<file path="src/rtl/c3wf_pkg.sv">
// Shared types and constants of the 3x3 window filter.
// No dependencies; used by every module of the block.
package c3wf_pkg;

  localparam int PIX_W     = 8;
  localparam int COEF_W    = 8;
  localparam int COEF_ROW_W = 3 * COEF_W;
  localparam int PROD_W    = 17;
  localparam int ROW_SUM_W = 19;
  localparam int SUM_W     = 20;
  localparam int POS_W     = 10;
  localparam int SIZE_W    = 11;
  localparam int QDEPTH    = 8;

  localparam logic [SIZE_W-1:0] FRAME_SIZE_RESET = 11'd7;

  // register index = paddr[4:2]
  localparam logic [2:0] REG_COEF_TOP      = 3'd0;
  localparam logic [2:0] REG_COEF_MID      = 3'd1;
  localparam logic [2:0] REG_COEF_BOTTOM   = 3'd2;
  localparam logic [2:0] REG_FRAME_WIDTH   = 3'd3;
  localparam logic [2:0] REG_FRAME_HEIGHT  = 3'd4;

  typedef struct packed {
    logic [PIX_W-1:0] pixel;
    logic             frame_start;
  } pix_t;

  typedef struct packed {
    logic signed [SUM_W-1:0] filtered;
    logic [POS_W-1:0]        out_row;
    logic [POS_W-1:0]        out_col;
    logic                    frame_end;
  } res_t;

  typedef struct packed {
    logic             produce;
    logic [POS_W-1:0] row;
    logic [POS_W-1:0] col;
    logic             frame_end;
  } meta_t;

  // index row*3+col, column 2 newest
  typedef logic [8:0][PIX_W-1:0] win_t;

  typedef logic [2:0][COEF_ROW_W-1:0] coef_t;

endpackage

</file>
<file path="src/rtl/c3wf_mac.sv">
// Nine multiplies and a two-level adder tree over the 3x3 window.
// Depends on c3wf_pkg.
module c3wf_mac (
  input  logic                  clk,
  input  logic                  rst,
  input  logic                  in_valid,
  input  c3wf_pkg::meta_t       in_meta,
  input  c3wf_pkg::win_t        win,
  input  c3wf_pkg::coef_t       coef,
  output logic                  out_valid,
  output c3wf_pkg::meta_t       out_meta,
  output logic signed [c3wf_pkg::SUM_W-1:0] sum
);

  localparam int PRW = c3wf_pkg::PROD_W;
  localparam int RSW = c3wf_pkg::ROW_SUM_W;
  localparam int SW  = c3wf_pkg::SUM_W;
  localparam int CFW = c3wf_pkg::COEF_W;

  logic signed [PRW-1:0] prod [9];
  logic signed [RSW-1:0] rsum [3];
  logic                  v1;
  logic                  v2;
  c3wf_pkg::meta_t       m1;
  c3wf_pkg::meta_t       m2;

  always_ff @(posedge clk) begin
    for (int k = 0; k < 3; k++) begin
      for (int l = 0; l < 3; l++) begin
        prod[k*3+l] <= $signed({1'b0, win[k*3+l]}) * $signed(coef[k][CFW*l +: CFW]);
      end
    end
    for (int k = 0; k < 3; k++) begin
      rsum[k] <= RSW'(prod[k*3]) + RSW'(prod[k*3+1]) + RSW'(prod[k*3+2]);
    end
    sum <= SW'(rsum[0]) + SW'(rsum[1]) + SW'(rsum[2]);
    m1       <= in_meta;
    m2       <= m1;
    out_meta <= m2;
  end

  always_ff @(posedge clk) begin
    if (rst) begin
      v1        <= 1'b0;
      v2        <= 1'b0;
      out_valid <= 1'b0;
    end else begin
      v1        <= in_valid;
      v2        <= v1;
      out_valid <= v2;
    end
  end

endmodule

</file>
<file path="config.mk">
export PLATFORM = sky130hd
export DESIGN_NAME = c3wf_mac
export DESIGN_NICKNAME = d
export VERILOG_FILES = /design/src/rtl/c3wf_pkg.sv /design/src/rtl/c3wf_mac.sv
export SDC_FILE = /design/constraint.sdc
export NUM_CORES = 2
export LEC_CHECK = 0
export ABC_AREA = 1
export BUFFER_PORTS_ARGS = -buffer_cell sky130_fd_sc_hd__buf_4
export CAP_MARGIN = 40
export CORE_MARGIN = 2
export CORE_UTILIZATION = 67
export CTS_BUF_LIST = sky130_fd_sc_hd__clkbuf_8
export CTS_CLUSTER_DIAMETER = 200
export DETAILED_ROUTE_END_ITERATION = 10
export HOLD_SLACK_MARGIN = 0.03
export PLACE_DENSITY = 0.87
export SYNTH_ARGS = -nofsm -noshare
export SYNTH_HDL_FRONTEND = slang
export SYNTH_SLANG_ARGS = --single-unit
</file>
<file path="constraint.sdc">
create_clock -name clk -period 7.7 [get_ports clk]
set_input_delay 0 -clock clk [delete_from_list [all_inputs] [get_ports clk]]
set_output_delay 0 -clock clk [all_outputs]
set_load 0.02 [all_outputs]
</file>
# Word level (Yosys, flattened, before mapping)
# Memories as Yosys holds them, arrays and structs flattened.
# Index checks and enable logic that the tools add are counted.
# totals
regBits	89
ram_bits	210
input_bits	169
out_inout_bits	43
wordCells	35
mem_count	2
# op_classes
addsub	8
mul	9
# mem_list
memory	depth	word_bits	read_ports	rd_clocked_by_memory_dff	wr	line	rtl
prod	9	17	9	0	9	c3wf_mac.sv:20	logic signed [PRW-1:0] prod [9];
rsum	3	19	3	0	3	c3wf_mac.sv:21	logic signed [RSW-1:0] rsum [3];
# ops
operator	count
$mul 9x8->17	9
$add 18x17->19	3
$add 17x17->18	3
$add 19x19->20	1
$add 20x19->20	1

# Logic depth before layout (Yosys ltp)
# logic_depth
ltp_word	2
mapped_depth	21
mapped_depth_nobuf	20

# Worst setup path before layout
# OpenSTA, ideal clock, no wires.
# synth_path
kind	input -> register
start	in coef[47] in the netlist's numbering
end	mem prod[0][99] in the netlist's numbering
setup_ps	112
arrival_ps	3375
required_time_ps	7588
path_slack_ps	4212
stages	18
cell_sequence	clkinv_1 or2_2 fa_1 fa_1 inv_1 fa_1 inv_1 fa_1 inv_1 ha_1 a21oi_1 o21ai_2 nand2_1 nand2_2 nand2_1 nand2_1 nand2_1 nand2_1
# synth_rtl
item	line	rtl
from (decl)	c3wf_mac.sv:9	input c3wf_pkg::coef_t coef,
to (decl)	c3wf_mac.sv:20	

==> impl_metrics.env <==
export IMPL_grt_overflow_total=0
export IMPL_cp_num_cells=20
export IMPL_synth_top_family_by_area="adder cells"
export IMPL_fmax_mhz=254.7
export IMPL_drt_pass1_iterations=6
export IMPL_postCtsSetupBuffers=0
export IMPL_grt_max_degree=13
export IMPL_crit_family="adder cells"
export IMPL_nets=5435
export IMPL_wl_um=72660
export IMPL_synth_cells=4181
export IMPL_synthAdderAreaFrac_pct=42.65
export IMPL_cp_buffers_inverters=6
export IMPL_dp_hpwl_um=58500
export IMPL_period_share_pct=51.00
export IMPL_dieHeight_um=224.2
export IMPL_worst_path_max_fanout=9
export IMPL_cts_resized=0
export IMPL_synth_xor_area_share_pct=2.858
export IMPL_status="finished clean"
export IMPL_antenna_found_initial=1
export IMPL_grt_pass1_vias=27511
export IMPL_drc_errors=0
export IMPL_worstSetupPathType="in2reg"
export IMPL_cpPeakStageDelay_ps=530
export IMPL_end_kind="flip-flop"
export IMPL_timing_rr_end="rsum[0][34]"
export IMPL_synth_edf_count=0
export IMPL_relSlewSlack_pct=74.15
export IMPL_setup_viol=0
export IMPL_synth_cell_types=30
export IMPL_finalClockSkew_ps=21.81
export IMPL_crit_start="coef[39]"
export IMPL_rr_startpoint="prod[0][52]"
export IMPL_initial_core_util_pct=67.89
export IMPL_synth_mux_area_fraction_pct=0
export IMPL_io_pin_count=212
export IMPL_ys_dominant_reg_cell="dfxtp_1"
export IMPL_io_buffers=211
export IMPL_wl_per_cell_um=14.38
export IMPL_hold_path_class="in2reg"
export IMPL_crit_chain="dlygate4sd3_1 > buf_4 > clkinv_1 > or2_2 > fa_1 > fa_1 > inv_1 > fa_1 > inv_1 > fa_1 > inv_1 > ha_1 > a21oi_1 > o21ai_2 > nand2_1 > nand2_2 > nand2_1 > nand2_1 > nand2_1 > nand2_1"
export IMPL_synthesis_nets=5213
export IMPL_worst_ep_required_time_ps=8160
export IMPL_r2r_cells=10
export IMPL_vias=26179
export IMPL_synth_common_cells="nand2_1, inv_1, ha_1"
export IMPL_synth_yosys_seq_area_share_pct=18.43
export IMPL_slowest_stage="dlygate4sd3_1"
export IMPL_synth_top_area_share_pct=25.08
export IMPL_routabilityCongestion=0.9335
export IMPL_synth_simple_area_share_pct=18.33
export IMPL_yosys_warnings=0
export IMPL_n_antenna_cell=0
export IMPL_yosysMostFrequentCell="nand2_1"
export IMPL_met1_usage_pct=37.61
export IMPL_drive_above_1_share_pct=8.044
export IMPL_dieArea_um2=50260
export IMPL_finalCoreUtilization_pct=76.13
export IMPL_syn_area_um2=32480
export IMPL_cts_htree_levels=2
export IMPL_cts_hold_buffers=95
export IMPL_synth_compound_area_share_pct=3.632
export IMPL_clkLatencyLatePin_ps=580
export IMPL_ir_drop_mv=0.2925
export IMPL_via_per_inst=5.181
export IMPL_postRouteAntennaNets=0
export IMPL_syn2layout_area_growth_pct=12.14
export IMPL_worst_slack_ps=3773
export IMPL_rsz0062_at_grt="false"
export IMPL_hold_violations=0
export IMPL_leakagePower_uw=0.02213
export IMPL_row_count=80
export IMPL_core_um2=47850
export IMPL_path_clk_slew_ps=60
export IMPL_die_w_um=224.2
export IMPL_grt_pass1_wl_um=125400
export IMPL_worst_pin_slew_ps=384.9
export IMPL_dp_slack_ps=3820
export IMPL_arrival_ps=4380
export IMPL_layout_min_cycle_time_ps=3927
export IMPL_use_met2_pct=54.20
export IMPL_track_usage_pct=30.34
export IMPL_fill_cells=3291
export IMPL_cts_tree="yes"
export IMPL_path_common_cell="nand2_1"
export IMPL_ys_ff_latch=299
export IMPL_ys_top_cells_by_area="fa_1, dfxtp_1, ha_1, nand2_1, inv_1"
export IMPL_power_density_nw_per_um2=414.6
export IMPL_async_flop_share_pct=0
export IMPL_cts_root_buf="clkbuf_8"
export IMPL_clock_path_buffers=3
export IMPL_tns_ps=0
export IMPL_yosys_area_top_type="fa_1"
export IMPL_cts_sinks=299
export IMPL_crit_path_start_kind="input port"
export IMPL_grtUsageMet3_pct=4.748
export IMPL_cp_endpoint="prod[0][82]"
export IMPL_drtIter0Drc=1538
export IMPL_rrSetupSlack_ps=5230
export IMPL_avgSynthCellArea_um2=7.769
export IMPL_drv_cap=0
export IMPL_drv_slew=0
export IMPL_numCtsBuffers=49
export IMPL_busiest_layer="met2"
==> registers in the layout, indices dropped and copies added, names as in the netlist <==
name / cells
v1: 1
prod: 153
m1: 22
m2: 22
sum: 20
v2: 1
out_valid: 1
rsum: 57
out_meta: 22
==> layout by cell type, fill, tap and decap left out <==
| cell type | count |
|---|---|
| bufinv_16 | 7 |
| nor2_2 | 2 |
| clkbuf_8 | 61 |
| o21ai_1 | 5 |
| o21ai_2 | 13 |
| a21oi_2 | 1 |
| fa_1 | 407 |
| nand3_1 | 113 |
| or2_2 | 25 |
| o21bai_1 | 3 |
| clkinvlp_4 | 4 |
| inv_6 | 1 |
| dfxtp_1 | 299 |
| inv_1 | 1085 |
| buf_4 | 211 |
| clkinv_1 | 8 |
| o2111ai_1 | 2 |
| nand3_2 | 5 |
| nor3_2 | 4 |
| ha_1 | 456 |
| xnor2_1 | 29 |
| a21oi_1 | 127 |
| a31oi_1 | 13 |
| o21a_1 | 2 |
| a21o_1 | 8 |
| o211ai_1 | 2 |
| nor3_1 | 23 |
| nor2_1 | 178 |
| nand4_1 | 20 |
| xor2_1 | 77 |
| and2_1 | 6 |
| nand2_2 | 17 |
| nand2_1 | 1086 |
| o21ai_0 | 37 |
| clkinv_2 | 6 |
| dlygate4sd3_1 | 95 |
==> through the flow <==
stage          std cells  total power, uW  hold slack [ps]  cell area, um2
2_1_floorplan       4181            10720            27.72           32480
3_3_place_gp        4872            12930            104.7           34330
3_5_place_dp        4872            13240            105.6           34330
4_1_cts             5053            15030            31.05           36430
5_1_grt             5053            16820            51.87           36430
6_report            5053            15100            73.03           36430
==> report_power, final <==
group,total [uW],switching [uW],internal (uW)
clock,1600,649,953
sequential,2670,393,2280
combinational,10800,6710,4120
==> area by class of cell <==
type	instances	area [um2]	share of cell area [%]
repair buffers	306	2535	6.959
inverters	1086	4076	11.19
multi-input cells	2661	21910	60.16
clock buffers	61	839.6	2.305
clock inverters	25	305.3	0.8381
flip-flops and latches	299	5986	16.43
well taps	615	769.5	2.112
==> logic make-up after synthesis <==
| group | after synthesis |
|---|---|
| fa+ha+maj | 863 |
| xor+xnor | 106 |
| buf+inv | 1221 |
| compound gates | 213 |
| simple gates | 1479 |
| flops | 299 |
==> per-layer routing <==
metal | up-vias | share of wire, %
met5 | - | 0.018
met4 | 2 | 2.8
met3 | 209 | 6.7
met2 | 901 | 49
met1 | 12331 | 41
li1 | 12736 | -
==> worst min-delay path, delay by kind of cell <==
kind	cells	cell delay [ps]
and+or+nand+nor	1	60
adders and majority gates	3	350
buffers and inverters	2	200
==> how the worst min path moves through the flow <==
stage	from	slack [ps]	cells after the start	to
after floorplan	in_meta[0]	30	0	m1[0]
after global placement	in_meta[8]	100	1	m1[8]
after detailed placement	in_meta[6]	110	1	m1[6]
after CTS	in_meta[6]	30	2	m1[6]
after global routing	in_meta[6]	50	2	m1[6]
final	win[1]	70	6	prod[0][2]
Note: power is estimated with default switching activity, not from simulation.
