## src/rtl/c3wf_pkg.sv

```systemverilog
// Shared types and constants of the 3x3 window filter.
// No dependencies; used by every module of the block.
package c3wf_pkg;

  localparam int PIX_W     = 8;
  localparam int COEF_W    = 8;
  localparam int COEF_ROW_W = 3 * COEF_W;
  localparam int PROD_W    = 17;
  localparam int ROW_SUM_W = 19;
  localparam int SUM_W     = 20;
  localparam int POS_W     = 10;
  localparam int SIZE_W    = 11;
  localparam int QDEPTH    = 8;

  localparam logic [SIZE_W-1:0] FRAME_SIZE_RESET = 11'd7;

  // register index = paddr[4:2]
  localparam logic [2:0] REG_COEF_TOP      = 3'd0;
  localparam logic [2:0] REG_COEF_MID      = 3'd1;
  localparam logic [2:0] REG_COEF_BOTTOM   = 3'd2;
  localparam logic [2:0] REG_FRAME_WIDTH   = 3'd3;
  localparam logic [2:0] REG_FRAME_HEIGHT  = 3'd4;

  typedef struct packed {
    logic [PIX_W-1:0] pixel;
    logic             frame_start;
  } pix_t;

  typedef struct packed {
    logic signed [SUM_W-1:0] filtered;
    logic [POS_W-1:0]        out_row;
    logic [POS_W-1:0]        out_col;
    logic                    frame_end;
  } res_t;

  typedef struct packed {
    logic             produce;
    logic [POS_W-1:0] row;
    logic [POS_W-1:0] col;
    logic             frame_end;
  } meta_t;

  // index row*3+col, column 2 newest
  typedef logic [8:0][PIX_W-1:0] win_t;

  typedef logic [2:0][COEF_ROW_W-1:0] coef_t;

endpackage

```

## src/rtl/c3wf_outq.sv

```systemverilog
// Result queue that decouples the filter pipeline from the output handshake.
// Depends on c3wf_pkg.
module c3wf_outq (
  input  logic            clk,
  input  logic            rst,
  input  logic            push,
  input  c3wf_pkg::res_t  push_data,
  output logic            res_valid,
  input  logic            res_ready,
  output c3wf_pkg::res_t  res
);

  localparam int D  = c3wf_pkg::QDEPTH;
  localparam int AW = $clog2(D);
  localparam int NW = $clog2(D + 1);

  c3wf_pkg::res_t slots [D];
  logic [AW-1:0]  wr_ptr;
  logic [AW-1:0]  rd_ptr;
  logic [NW-1:0]  count;
  logic           pop;

  assign res_valid = (count != '0);
  assign res       = slots[rd_ptr];
  assign pop       = res_valid && res_ready;

  always_ff @(posedge clk) begin
    if (push) begin
      slots[wr_ptr] <= push_data;
    end
  end

  always_ff @(posedge clk) begin
    if (rst) begin
      wr_ptr <= '0;
      rd_ptr <= '0;
      count  <= '0;
    end else begin
      if (push) begin
        wr_ptr <= (wr_ptr == AW'(D - 1)) ? '0 : wr_ptr + AW'(1);
      end
      if (pop) begin
        rd_ptr <= (rd_ptr == AW'(D - 1)) ? '0 : rd_ptr + AW'(1);
      end
      count <= count + NW'(push) - NW'(pop);
    end
  end

endmodule

```

## config.mk

```make
export PLATFORM = sky130hd
export DESIGN_NAME = c3wf_outq
export DESIGN_NICKNAME = d
export VERILOG_FILES = /design/src/rtl/c3wf_pkg.sv /design/src/rtl/c3wf_outq.sv
export SDC_FILE = /design/constraint.sdc
export NUM_CORES = 1
export LEC_CHECK = 0
export BUFFER_PORTS_ARGS = -buffer_cell sky130_fd_sc_hd__buf_2
export CORE_UTILIZATION = 65
export CTS_CLUSTER_SIZE = 12
export DETAILED_ROUTE_END_ITERATION = 10
export GPL_TIMING_DRIVEN = 0
export PLACE_DENSITY = 0.88
export SLEW_MARGIN = 30
export SYNTH_ARGS = -nofsm -noshare
export SYNTH_HDL_FRONTEND = slang
export SYNTH_SLANG_ARGS = --single-unit
```

## constraint.sdc

```tcl
create_clock -name clk -period 7.9 [get_ports clk]
set_input_delay 1.58 -clock clk [delete_from_list [all_inputs] [get_ports clk]]
set_output_delay 1.58 -clock clk [all_outputs]
set_load 0.005 [all_outputs]
```

======== Word level (Yosys, flattened, before mapping) ========
Memory sizes are Yosys's and may differ from the RTL's. A register that Yosys moved wholly into a read port is not among the register bits.
Index checks and enable logic that the tools add are counted.
W data, S select, Z words.
cells by class
  add/subtract/negate cells ............... 4
  multiply operators ...................... 0
  divide/modulo/power cells ............... 0
  $lt $le $gt $ge ......................... 0
  equality and inequality tests ........... 2
  shifts and indexed selects .............. 0
  mux-type cells .......................... 6
  bitwise logic cells ..................... 0
  reduce and logical (&&, ||, !) cells .... 2
operators with widths
  cell                   number
  $mux W3                4
  $add A3 B1 Y3 const B  2
  $eq A3 B3 Y1 const B   2
  $add A4 B1 Y4          1
  $reduce_bool A4 Y1     1
  $sub A4 B1 Y4          1
  $mux W1                2
  $logic_and A1 B1 Y1    1
storage, ports and cells
  bits in registers ....................... 10
  latch bits .............................. 0
  RAM bits ................................ 328
  ROM bits ................................ 0
  bits of input ports ..................... 45
  memories ................................ 1
memory list
  memory  words  bits a word  rd ports  clocked after Yosys merged registers in  write ports  line             RTL
  slots   8      41           1         1                                        1            c3wf_outq.sv:17  c3wf_pkg::res_t slots [D];

======== Longest topological paths before layout ========
Gate-level depths: netlist of run 1.
  depth after elaboration ................. 4
  gate-level depth with buffers ........... 10

======== Worst setup path after synthesis of run 1 ========
No wires, ideal clock.
  path kind ............................... input -> register
  start point ............................. input port push
  end point ............................... memory slots[0][0] in the netlist's numbering, enable pin
  setup time .............................. 490 ps
  data arrival time ....................... 4,483 ps
  required time ........................... 7,410 ps
  slack ................................... 2,926 ps
  cell stages on the path ................. 2
  buffers on the path ..................... 0
  path through ............................ nand2b_1 -> nor3_1
between the ends
  word-level cells in the longest chain between the ends .. 2
RTL lines
  item                           line             RTL
  start: declaration             c3wf_outq.sv:6   input logic push,
  $mux W1                        c3wf_outq.sv:28  if (push) begin
  $mux W1 (not written as such)  c3wf_outq.sv:29  slots[wr_ptr] <= push_data;
  end: declaration               c3wf_outq.sv:17
Every way passes these cells.

==> results.txt, run 1 <==
- Fin. Hold Viols: 0
* Number of H-tree levels: 2
- At the worst endpoint, the required time is around 6.3 ns.
- The path class of the tightest hold or removal check is reg -> reg.
- Ranked by total cell area, the synthesized netlist is headed by edfxtp_1 74%, mux4_1 16%, mux2_2 3.5%.
* Weighted congestion reported at the end of routability-driven placement: ~0.70
* Layout filler cell count: 862
* FF/Latch Area: 10100 sq um
- Most used flip-flop cell after synthesis: edfxtp_1
- In this run the remaining antenna-violating nets after routing total 0.
* Gate family responsible for the most delay along the worst path: buffers and inverters
- The first global-routing pass estimated 44500 um of wire.
- Diode count: 0
- The number of global-route vias before repair came to a little under 7k.
- Arithmetic-cell share of the synthesized area counting full adders, half adders and majority gates: less than 1%
* Detail Placement HPWL: approximately 17000 um
- In this run the worst path has a maximum fanout of 10.
- Final setup fails: 0
- After synthesis, the largest family of logic cells by area is multiplexers.
- Antenna violations before repair: 0
- Summing every instance area after synthesis gives 13300 sq um.
* MaxCap Viol Count: 0
- Entering global routing, the biggest net connects 19 pins.
- Number of hold buffers added after cts: 0
- Data arrives at the worst endpoint at 2.68 ns.
- Initial DRC count: 600
* Post-route fraction of the period consumed by the critical path: 53.9%
- Together, buffers and inverters on the worst path number 3.
- Gate Count Post-Synth: around 550
* Simple-gate share of the synthesized area: under 10%
- Mux cell area share after synthesis: approximately a fifth
- The worst path in the final design needs a cycle of roughly 4.3 ns, including I/O delays and setup.
- On the final layout, the worst clock skew is about 0.018 ns.
- Power spread over the standard cell area amounts to 263 nW/um^2.
- Counting flops and latches in the post-synthesis netlist gives roughly 340.
- After synthesis, the largest area contributor takes up between 70 and 80% of total cell area.
- Per-cell via count in the routed design: 6.69
* Number of enable flip-flop cells after synthesis: around 330
- For this run, the detailed router's first-pass iteration total came to 5.
- Most instantiated library cell after synthesis: edfxtp_1
* CTS clk-pin slew, worst paths: approximately 0.060 ns
* Worst Hold Margin: ~0.58 ns
- Highest Clock Rate: 235 MHz
- Sum of overflow across all layers after global routing: 0
- Die Ht: around 140 um
- For this run, the slowest stage of the critical path takes 0.59 ns.
- The worst setup path is launched from a flop.
- Total global-route track usage: a little under a third
* Headroom to the max-slew limit: 48.9%
- In this run the critical register-to-register path is launched from count[2]$_SDFF_PP0_.
* Multi-input gate area: a little over 3000 sq um
- In this run the standard cell core region covers about 20000 sq um.
* Worst Max-Slew Pin Slew: about 0.77 ns
* Synthesized area divided by synthesized cell count: 24.2 sq um
- The count of final max-slew check failures was 0.
- Worst vdd rail ir drop: about 170 uV
* CTS tree: yes
* Clock latency on the worst-skew pair: approximately 0.5 ns
* Sort of element at the end of the critical path: output port
- The die is 145 um wide.
- Wire length per cell: approximately 32 um
- The finished cells cover about 16000 sq um.
* Cells traversed along the worst timing path: clkbuf_2 -> buf_1 -> mux4_1 -> mux2_2 -> buf_2
* Min-Delay Startpoint: wr_ptr[2]$_SDFFE_PP0P_
* Final Net Count: roughly 750
- Input and output buffers added on the ports amount to between 80 and 90.
- By count the netlist is led by 328 x edfxtp_1, 80 x mux4_1, 41 x mux2_2.
* Clock tree buffer depth: 3
- Master of the slowest instance on the critical path: buf_1
* DRC: 0
- The analysis attributes to cell leakage a power of roughly 5.2 nW.
- The setup path with the least slack is of type reg -> out.
* Sink count of the clock tree: between 300 and 400
- Total number of yosys warnings: 0
- The routed layout has about 6.6k vias.
* WL final: approximately 31000 um
- The initialized floorplan defines between 50 and 60 standard-cell rows.
- In the synthesized netlist the async set-or-reset flop fraction comes to 0%.
- Of the synthesized area, sequential elements account for about three quarters.
- Post-synthesis compound-gate area fraction: 0.556%
* Post-placement cell area: 14500 sq um
* Xor and xnor fraction of the mapped netlist area: 0.0660%
* Status: complete, no violations
- Setup repair after global routing left no endpoint under its margin.
- The number of nets handed over by synthesis was between 600 and 700.
- Layout-stage area growth over the synthesis result: 17.3%
- Number of post-CTS setup repair buffers: 0
- Clock tree synthesis inserted a total of 35 buffers.
- Post-CTS repair changed the size of 0 cells.
- Fraction of layout instances using a drive strength above 1: slightly below 30%
* Leading area contributor after synthesis: edfxtp_1
* Starting density of the core: roughly two thirds
- The floorplan step defined a die boundary enclosing about 21000 sq um.
- Root Buffer Master: clkbuf_16
- Number of placed I/O pins: just under 90
* Synth unique cells: 27
cell families (layout without fill, tap and decap cells):
kind of cell	after synthesis	count (layout)
xor+xnor	1	1
compound gates	14	14
fa+ha+maj	9	9
buf+inv	30	198
mux	125	125
flops	341	341
simple gates	29	29
per-stage QoR:
stage / utilization, % / TNS (ns) / std cells / total power [W] / worst slack [ns]
floorplan: - / 0 / 549 / 0.00241 / 2.93
global placement: 71.2 / -1.33 / 900 / 0.00257 / -0.0299
detailed placement: 73.8 / 0 / 926 / 0.00261 / 4.07
CTS: 78.9 / 0 / 982 / 0.00411 / 3.63
global route: 78.9 / 0 / 982 / 0.00422 / 3.50
finish: 78.9 / 0 / 982 / 0.00410 / 3.64
final timing paths:
kind / end / slack, ns / cells past startpoint
worst min-delay path: wr_ptr[2]$_SDFFE_PP0P_ / 0.58 / 2
worst min register to register: wr_ptr[2]$_SDFFE_PP0P_ / 0.58 / 2
worst max-delay path: res[27] / 3.64 / 5
worst max register to register: count[2]$_SDFF_PP0_ / 5.37 / 10
where the power goes:
part	switching, W	leakage [nW]	internal (W)	total [W]
Combinational	0.000270	1.64	0.000269	0.000539
Sequential	0.0000219	3.09	0.00203	0.00206
Clock	0.000634	0.494	0.000872	0.00151
worst reg2reg max path, stage by stage, from the launching register on:
cell	delay (ns)
dfxtp_1	0.29
inv_1	0.08
ha_1	0.15
nor3b_1	0.46
inv_1	0.21
nand3_1	0.20
o21ai_0	0.12
ha_1	0.23
fa_1	0.42
xnor2_1	0.17
nor2_1	0.06
final cells by class:
type,instances,share of cell area (%)
timing repair buffer,112,5.71
clock inverter,3,0.0804
buffer,24,1.02
multi-input combinational,178,19.5
sequential,341,64.9
tap,265,2.13
clock buffer,53,6.46
inverter,6,0.145
flip-flops by register name (all words and copies together) (netlist names), named ones only:
register / cells
count: 4
slots: 328
wr_ptr: 3
rd_ptr: 3
cell usage in the layout, fill, tap and decap left out, types with 6 or more instances in the layout:
cell       instances
ha_1               8
mux4_1            80
a21oi_1            9
buf_4             12
buf_6             10
dfxtp_1           13
buf_16            13
clkbuf_1          19
edfxtp_1         328
clkbuf_16         37
nor2_4             6
buf_2             86
buf_1              9
inv_1              6
mux2_2            41
metal layers:
| layer | up-vias | share of wire (%) | global-route usage, % |
|---|---|---|---|
| met5 | - | 0 | 0 |
| met3 | 62 | 7.6 | 6.25 |
| met4 | 0 | 2.3 | 9.97 |
| met1 | 3437 | 37 | 40.0 |
| li1 | 2702 | - | - |
| met2 | 372 | 53 | 54.0 |
(Power assumes the default switching activity.)
==> run 2: changes to the inputs <==
Settings changed: CORE_UTILIZATION 65 to 60, PLACE_DENSITY 0.88 to 0.82.
Clock period 7.9 ns to 4.3 ns, I/O delays scaled along.
==> results.txt, run 2 (synthesis results as in run 1) <==
* Status: complete, no violations
* Layout-stage area growth over the synthesis result: 17.4%
* Final setup fails: 0
* WL final: between 20000 and 30000 um
- For this design the static power due to leakage is ~5.2 nW.
- CTS buffer count: 35
- Critical path data arrival time: 2.47 ns
- The smallest clock period supported by the final layout is computed as approximately 3.3 ns.
- The top cell types in the final layout, fill and taps aside, are 328 x edfxtp_1, 86 x buf_2, 80 x mux4_1.
- Sort of element at the end of the critical path: output port
- In this run the critical register-to-register path is captured at count[2]$_SDFF_PP0_.
- The worst setup path is launched from a flop.
- Via count of the first global-routing pass: 6545
* Worst Clk Skew: ~0.027 ns
* Overall die width: between 150 and 200 um
- The register with the most flip-flops in the layout has 328 of them.
- Dividing the final minimum period by the clock period gives between 70% and 80%.
- The detail route stage leaves a number of antenna-violating nets equal to 0.
* Port-buffer cells: between 80 and 90
* Number of placed I/O pins: 87
- Wire length per cell: about 26 um
- The register with the most flip-flops in the final layout is slots.
- Registers with the most flip-flops: slots x328, count x4
* Cell internal power dissipation: ~0.0058 W
* Post-route setup slack: between 0.9 and 1 ns
- Fin. Hold Viols: 0
- After detailed routing, the number of remaining DRC violations is 0.
* Cells traversed along the worst timing path: clkbuf_2 -> buf_1 -> mux4_1 -> mux2_2 -> buf_2
- The die covers between 20000 and 25000 sq um.
* Power dissipated by switching net loads: 0.00164 W
* Part of the power in the clock network: between 30% and 40%
* Pin count of the biggest net entering global routing: 18
* Total power per unit cell area: approximately 480 nW/um^2
- For this run the aggregate overflow at the end of global routing stands at 0.
- CTS tree: yes
- Fill cells in the final layout number 1247.
- Count of TritonRoute iterations in the first routing pass: 5
- The share of total power dissipated in combinational logic is about an eighth.
- On the worst path, the slowest cell contributes a delay of roughly 0.58 ns.
- The number of antenna violations at the first check in global routing is 1.
- In this run, post-CTS hold repair placed 0 buffers.
- After detailed routing, the number of vias per cell comes to between 6 and 7.
- After clock tree synthesis, the repair step resized 0 gates.
- Fraction of layout instances using a drive strength above 1: around 30%
- The root buffer cell chosen for the clock tree is clkbuf_16.
* Min-Delay Startpoint: rd_ptr[0]$_SDFFE_PP0P_
- Global routing used a little under a quarter of the available tracks across all layers.
- At the placement stage, the worst setup path has a slack of approximately 1.4 ns.
- Area inside the core boundary: 21800 sq um
- Weighted congestion reported at the end of routability-driven placement: 0.711
* Sink count of the clock tree: approximately 340
- In this run, the number of DRC markers left after iteration 0 of detailed routing was just under 400.
- Number of post-CTS setup repair buffers: 0
* Launch point of the worst reg-to-reg path: count[2]$_SDFF_PP0_
- Adding up every negative setup slack in the final design gives 0 ns.
* Post-placement cell area: about 15000 sq um
- Slack of the worst reg-to-reg path: 1.65 ns
* MaxCap Viol Count: 0
* Global-route wire length before repair: 38300 um
* Commonest non-fill, non-tap cell in the layout: edfxtp_1
- For this design, the slowest cell found on the critical path is buf_1.
- WHS Path Cells: 2
- The number of placed instances, taps included, is approximately 940.
* Total via count in the routed design: ~6.2k
- The clock passes through at most 3 buffers.
* Final Cell Area: approximately 16000 sq um
- In this run the worst path has a maximum fanout of 10.
- At the worst endpoint, the required time is 3.44 ns.
- The count of final max-slew check failures is 0.
- The critical path is of the reg -> out type.
- The worst register-to-register path has a depth of 10.
- End of the worst hold path: rd_ptr[0]$_SDFFE_PP0P_
- Final Net Count: 755
- Clock latency on the worst-skew pair: ~0.5 ns
* Switching share of total power: between 20% and 30%
- Across all hold checks on the routed design, the worst slack comes to ~0.56 ns.
- Static timing analysis puts the maximum clock frequency at 300 MHz.
- Setup repair after global routing missed its margin: false
* Headroom to the max-slew limit: 51.2%
* Seq pwr share: ~50%
- Worst Max-Slew Pin Slew: 0.733 ns
* Number of non-filler instances in the completed layout: ~1k
- The H-tree was split into 2 levels.
* Class of the tightest hold or removal check: reg -> reg
* Detail Placement HPWL: approximately 16000 um
- From bottom edge to top edge, the die measures ~150 um.
* CTS clk-pin slew, worst paths: about 0.06 ns
- The worst-case IR drop observed on VDD is between 200 and 300 uV.
- Row generation in the floorplan step produced 54 rows.
- The initial utilization of the core area, before any placement, comes to roughly 60%.
[run 2: cell count changes in the layout (fill, tap and decap cells not counted), moves of 2 or more]
cell and change:
buf_16 -2, clkinv_1 +2, buf_4 +3, buf_8 +2
clkbuf_1 +3
[run 2: layout make-up]
type                            count  area [sq um]  area share (%)
Clock buffer                       55          1000            6.44
Multi-Input combinational cell    178          3040            19.5
Clock inverter                      4          15.0          0.0963
Tap cell                          280           350            2.25
Inverter                            6          22.5           0.145
Antenna cell                        1          2.50          0.0161
Timing Repair Buffer              115           887            5.69
Sequential cell                   341         10100            64.9
Buffer                             24           159            1.02
[run 2: per-stage QoR]
stage / util, % / power (W)
after floorplan: - / 0.00442
after global placement: 64.6 / 0.00472
after detailed placement: 66.9 / 0.00480
after CTS: 71.6 / 0.00751
after global routing: 71.6 / 0.00771
final: 71.6 / 0.00746
[run 2: worst max-delay path, delay by kind of cell (launching register included)]
kind     cells  cell delay (ns)
mux          2             0.70
buf+inv      3             0.94
flops        1             0.32
[run 2: worst max-delay path by stage]
stage                                        end  from  cells after the start  slack [ns]
final                                     res[4]  flop                      5        0.97
after global routing                      res[4]  flop                      5        0.82
after CTS                                 res[4]  flop                      5        0.91
after detailed placement  slots[4][14]$_DFFE_PP_  push                      7        1.42
after global placement    slots[0][22]$_DFFE_PP_  push                      3       -3.04
after floorplan            slots[0][0]$_DFFE_PP_  push                      2        0.05
[run 2: per-layer routing]
layer	wire length, um	GRT usage [%]
met1	10600	31.8
met2	13500	41.3
met3	1510	3.76
met4	447	6.25
met5	0	0
[run 2: power by group through the flow]
stage / clock network (W) / registers, W / logic [W]
floorplan: 0 / 0.00383 / 0.000593
global placement: 0 / 0.00384 / 0.000885
detailed placement: 0 / 0.00383 / 0.000968
CTS: 0.00277 / 0.00377 / 0.000977
global route: 0.00290 / 0.00377 / 0.00104
finish: 0.00273 / 0.00377 / 0.000964
==> run 3: changes to the inputs <==
Settings changed: ABC_AREA set to 1, CORE_UTILIZATION 60 to 55, PLACE_DENSITY 0.82 to 0.79.
Clock period 4.3 ns to 3.05 ns, I/O delays scaled along.
==> results.txt, run 3 <==
- Status: complete, no violations
* Headroom to the max-slew limit: 49.2%
- For the pin with the worst max-slew slack, the measured transition is 0.762 ns.
- The die covers 27900 sq um.
- Launching element type of the critical path: flop
* Gate Count Post-Synth: 1510
* Total power per unit cell area: about 730 nW/um^2
- The routed layout has about 10k vias.
* Routed wire length on met3: around 2900 um
- Combinational cells account for 26.0% of the total power.
- The count of final max-slew check failures is 0.
* Number of nets still failing antenna checks after routing: 0
* Post-Synthesis Net Count: between 1.5k and 2k
- Sink count of the clock tree: between 300 and 400
- Wire length per cell: around 17 um
- slots holds more flip-flops than any other register.
- Commonest cells after routing, fill and taps aside: 549 x nand2_1, 344 x inv_1, 328 x edfxtp_1
- Worst Hold Margin: slightly above 0.3 ns
- Once layout is done, the placed cells without fillers occupy approximately 17000 sq um.
- Total number of yosys warnings: 0
- Commonest cells post-synth: 549 x nand2_1, 344 x inv_1, 328 x edfxtp_1
* Die Ht: 167 um
- Port-buffer cells: 85
- For this block, wires on met1 add up to ~14000 um.
- Row generation in the floorplan step produced 60 rows.
- Post-route setup slack: roughly 0.27 ns
- Of the post-synthesis cell area, the dominant cell type holds roughly two thirds.
* Fin. Hold Viols: 0
* Cell internal power dissipation: 0.00875 W
* Pleak: just over 8 nW
* Top sig layer: met5
* Starting density of the core: 55.9%
- Data on the critical path arrives at its endpoint at 2.17 ns.
- Using the TritonRoute via totals, the vias-per-cell ratio works out to 5.19.
- Post-route fraction of the period consumed by the critical path: about nine tenths
- Worst vdd rail ir drop: ~530 uV
- In the global route stage, overall resource usage came out at approximately a quarter.
- Summing internal, switching and leakage power gives approximately 0.013 W.
* Clock latency on the worst-skew pair: around 0.5 ns
* WL met2: about 18000 um
* Layout filler cell count: approximately 1.9k
* Class of the tightest hold or removal check: in -> reg
- In the synthesized netlist the dominant register cell turns out to be edfxtp_1.
- Synth unique cells: 18
* Most instantiated library cell after synthesis: nand2_1
* Number of flip-flops under the largest register name: about 330
- Setup repair after global routing missed its margin: false
- Leaving out fill and tap cells, the most frequent cell in the layout is nand2_1.
* Fraction of layout instances using a drive strength above 1: between 10 and 15%
- Final setup fails: 0
- Of the total power, the clock network draws a little under a third.
- Number of post-CTS setup repair buffers: 0
- Sum of overflow across all layers after global routing: 0
* Layout-stage area growth over the synthesis result: 16.1%
- The first global-routing pass estimated roughly 54000 um of wire.
* MaxCap Viol Count: 0
* Overall die width: ~170 um
* WL final: roughly 35000 um
- Of the total power, registers draw 42.2%.
* Number of H-tree levels: 2
- The routed design could run at a clock period as short as around 2.8 ns.
- The clock passes through at most 3 buffers.
- Seq/Total Area, Yosys: approximately 68%
- CTS tree: yes
* Power dissipated by switching net loads: between 0.003 and 0.004 W
* Number of placed I/O pins: 87
- Critical-path maximum fanout: 10
- The net count of the finished layout is 1703.
- Number of hold buffers added after cts: 0
- Registers with the most flip-flops: slots x328, count x4
- In this run the cell area of the synthesized design comes to between 10000 and 15000 sq um.
- The detailed router finished its first iteration with ~1.1k violations.
- For the worst setup path, the data required time is 2.44 ns.
- Pin count of the biggest net entering global routing: 20
* Root Buffer Master: clkbuf_16
* Sort of element at the end of the critical path: output port
* Switching share of total power: between 30 and 40%
- Clock-pin slew was measured on the worst setup and hold paths at roughly 0.06 ns.
- Leading area contributor after synthesis: edfxtp_1
- Category of the most critical setup path: reg -> out
- Static timing analysis puts the maximum clock frequency at 359 MHz.
* Count of TritonRoute iterations in the first routing pass: 5
* DRC: 0
- The synthesized design contains 328 enable-type register cells.
- Synthesized area divided by synthesized cell count: between 9 and 10 sq um
* Antenna violations before repair: 2
- Before CTS, the worst setup slack after placement is 0.799 ns.
- Via count of the first global-routing pass: 10.4k
- For this run, asynchronously set or reset flops after synthesis account for 0%.
- Post-placement cell area: between 15000 and 20000 sq um
- Counting flops and latches in the post-synthesis netlist gives 341.
* Weighted congestion reported at the end of routability-driven placement: about 0.76
* Cell types occupying the most area after synthesis: edfxtp_1 66%, nand2_1 14%, inv_1 8.6%
- Cts repair resizes: 0
* Detail Placement HPWL: approximately 22000 um
- TritonCTS created 36 clock buffers.
- The core region is between 20000 and 30000 sq um.
- Worst Clk Skew: about 0.0069 ns
-- run 3: final timing paths --
path,from,endpoint,slack [ns],cells after the start
max,flop,res[27],0.27,6
min,rst,count[0]$_SDFF_PP0_,0.31,2
max reg2reg,count[2]$_SDFF_PP0_,count[2]$_SDFF_PP0_,0.97,9
min reg2reg,wr_ptr[0]$_SDFFE_PP0P_,wr_ptr[0]$_SDFFE_PP0P_,0.50,2
-- run 3: per-stage QoR --
step | cells | utilization [%] | setup TNS [ns]
CTS | 2011 | 64.8 | 0
floorplan | 1510 | - | 0
global route | 2012 | 64.8 | 0
global placement | 1936 | 59.0 | -503.66
detailed placement | 1952 | 60.9 | 0
finish | 2012 | 64.8 | 0
-- run 3: layer usage --
metal	up-vias	GRT usage [%]
li1	4969	-
met1	4880	31.7
met2	502	44.5
met3	88	4.21
met4	2	11.1
met5	-	0
-- run 3: critical path, stage by stage (launching register included) --
cell and delay (ns):
dfxtp_1 0.29, clkbuf_1 0.21, inv_1 0.22, clkbuf_1 0.56
nand2_1 0.12, nand2_1 0.13, buf_2 0.13
-- run 3: power groups by stage --
stage          sequential [W]  combinational, W  clock [W]
2_1_floorplan         0.00544           0.00198          0
3_3_place_gp          0.00545           0.00307          0
3_5_place_dp          0.00544           0.00324          0
4_1_cts               0.00535           0.00328    0.00405
5_1_grt               0.00536           0.00362    0.00422
6_report              0.00535           0.00329    0.00403
-- run 3: kinds of logic after synthesis --
logic type	Yosys count	share of synthesized area [%]
xor+xnor	1	0.0585
compound gates	9	0.301
simple gates	741	20.0
buf+inv	409	11.3
flops	341	67.5
fa+ha+maj	9	0.802
-- run 3: final cells by class --
type | count | area (sq um) | area share (%)
sequential | 341 | 10100 | 58.2
timing repair buffer | 101 | 853 | 4.91
inverter | 346 | 1300 | 7.48
tap | 341 | 427 | 2.46
buffer | 63 | 388 | 2.23
multi-input combinational | 760 | 3230 | 18.6
clock inverter | 6 | 25.0 | 0.144
clock buffer | 53 | 1040 | 5.96
antenna | 1 | 2.50 | 0.0144
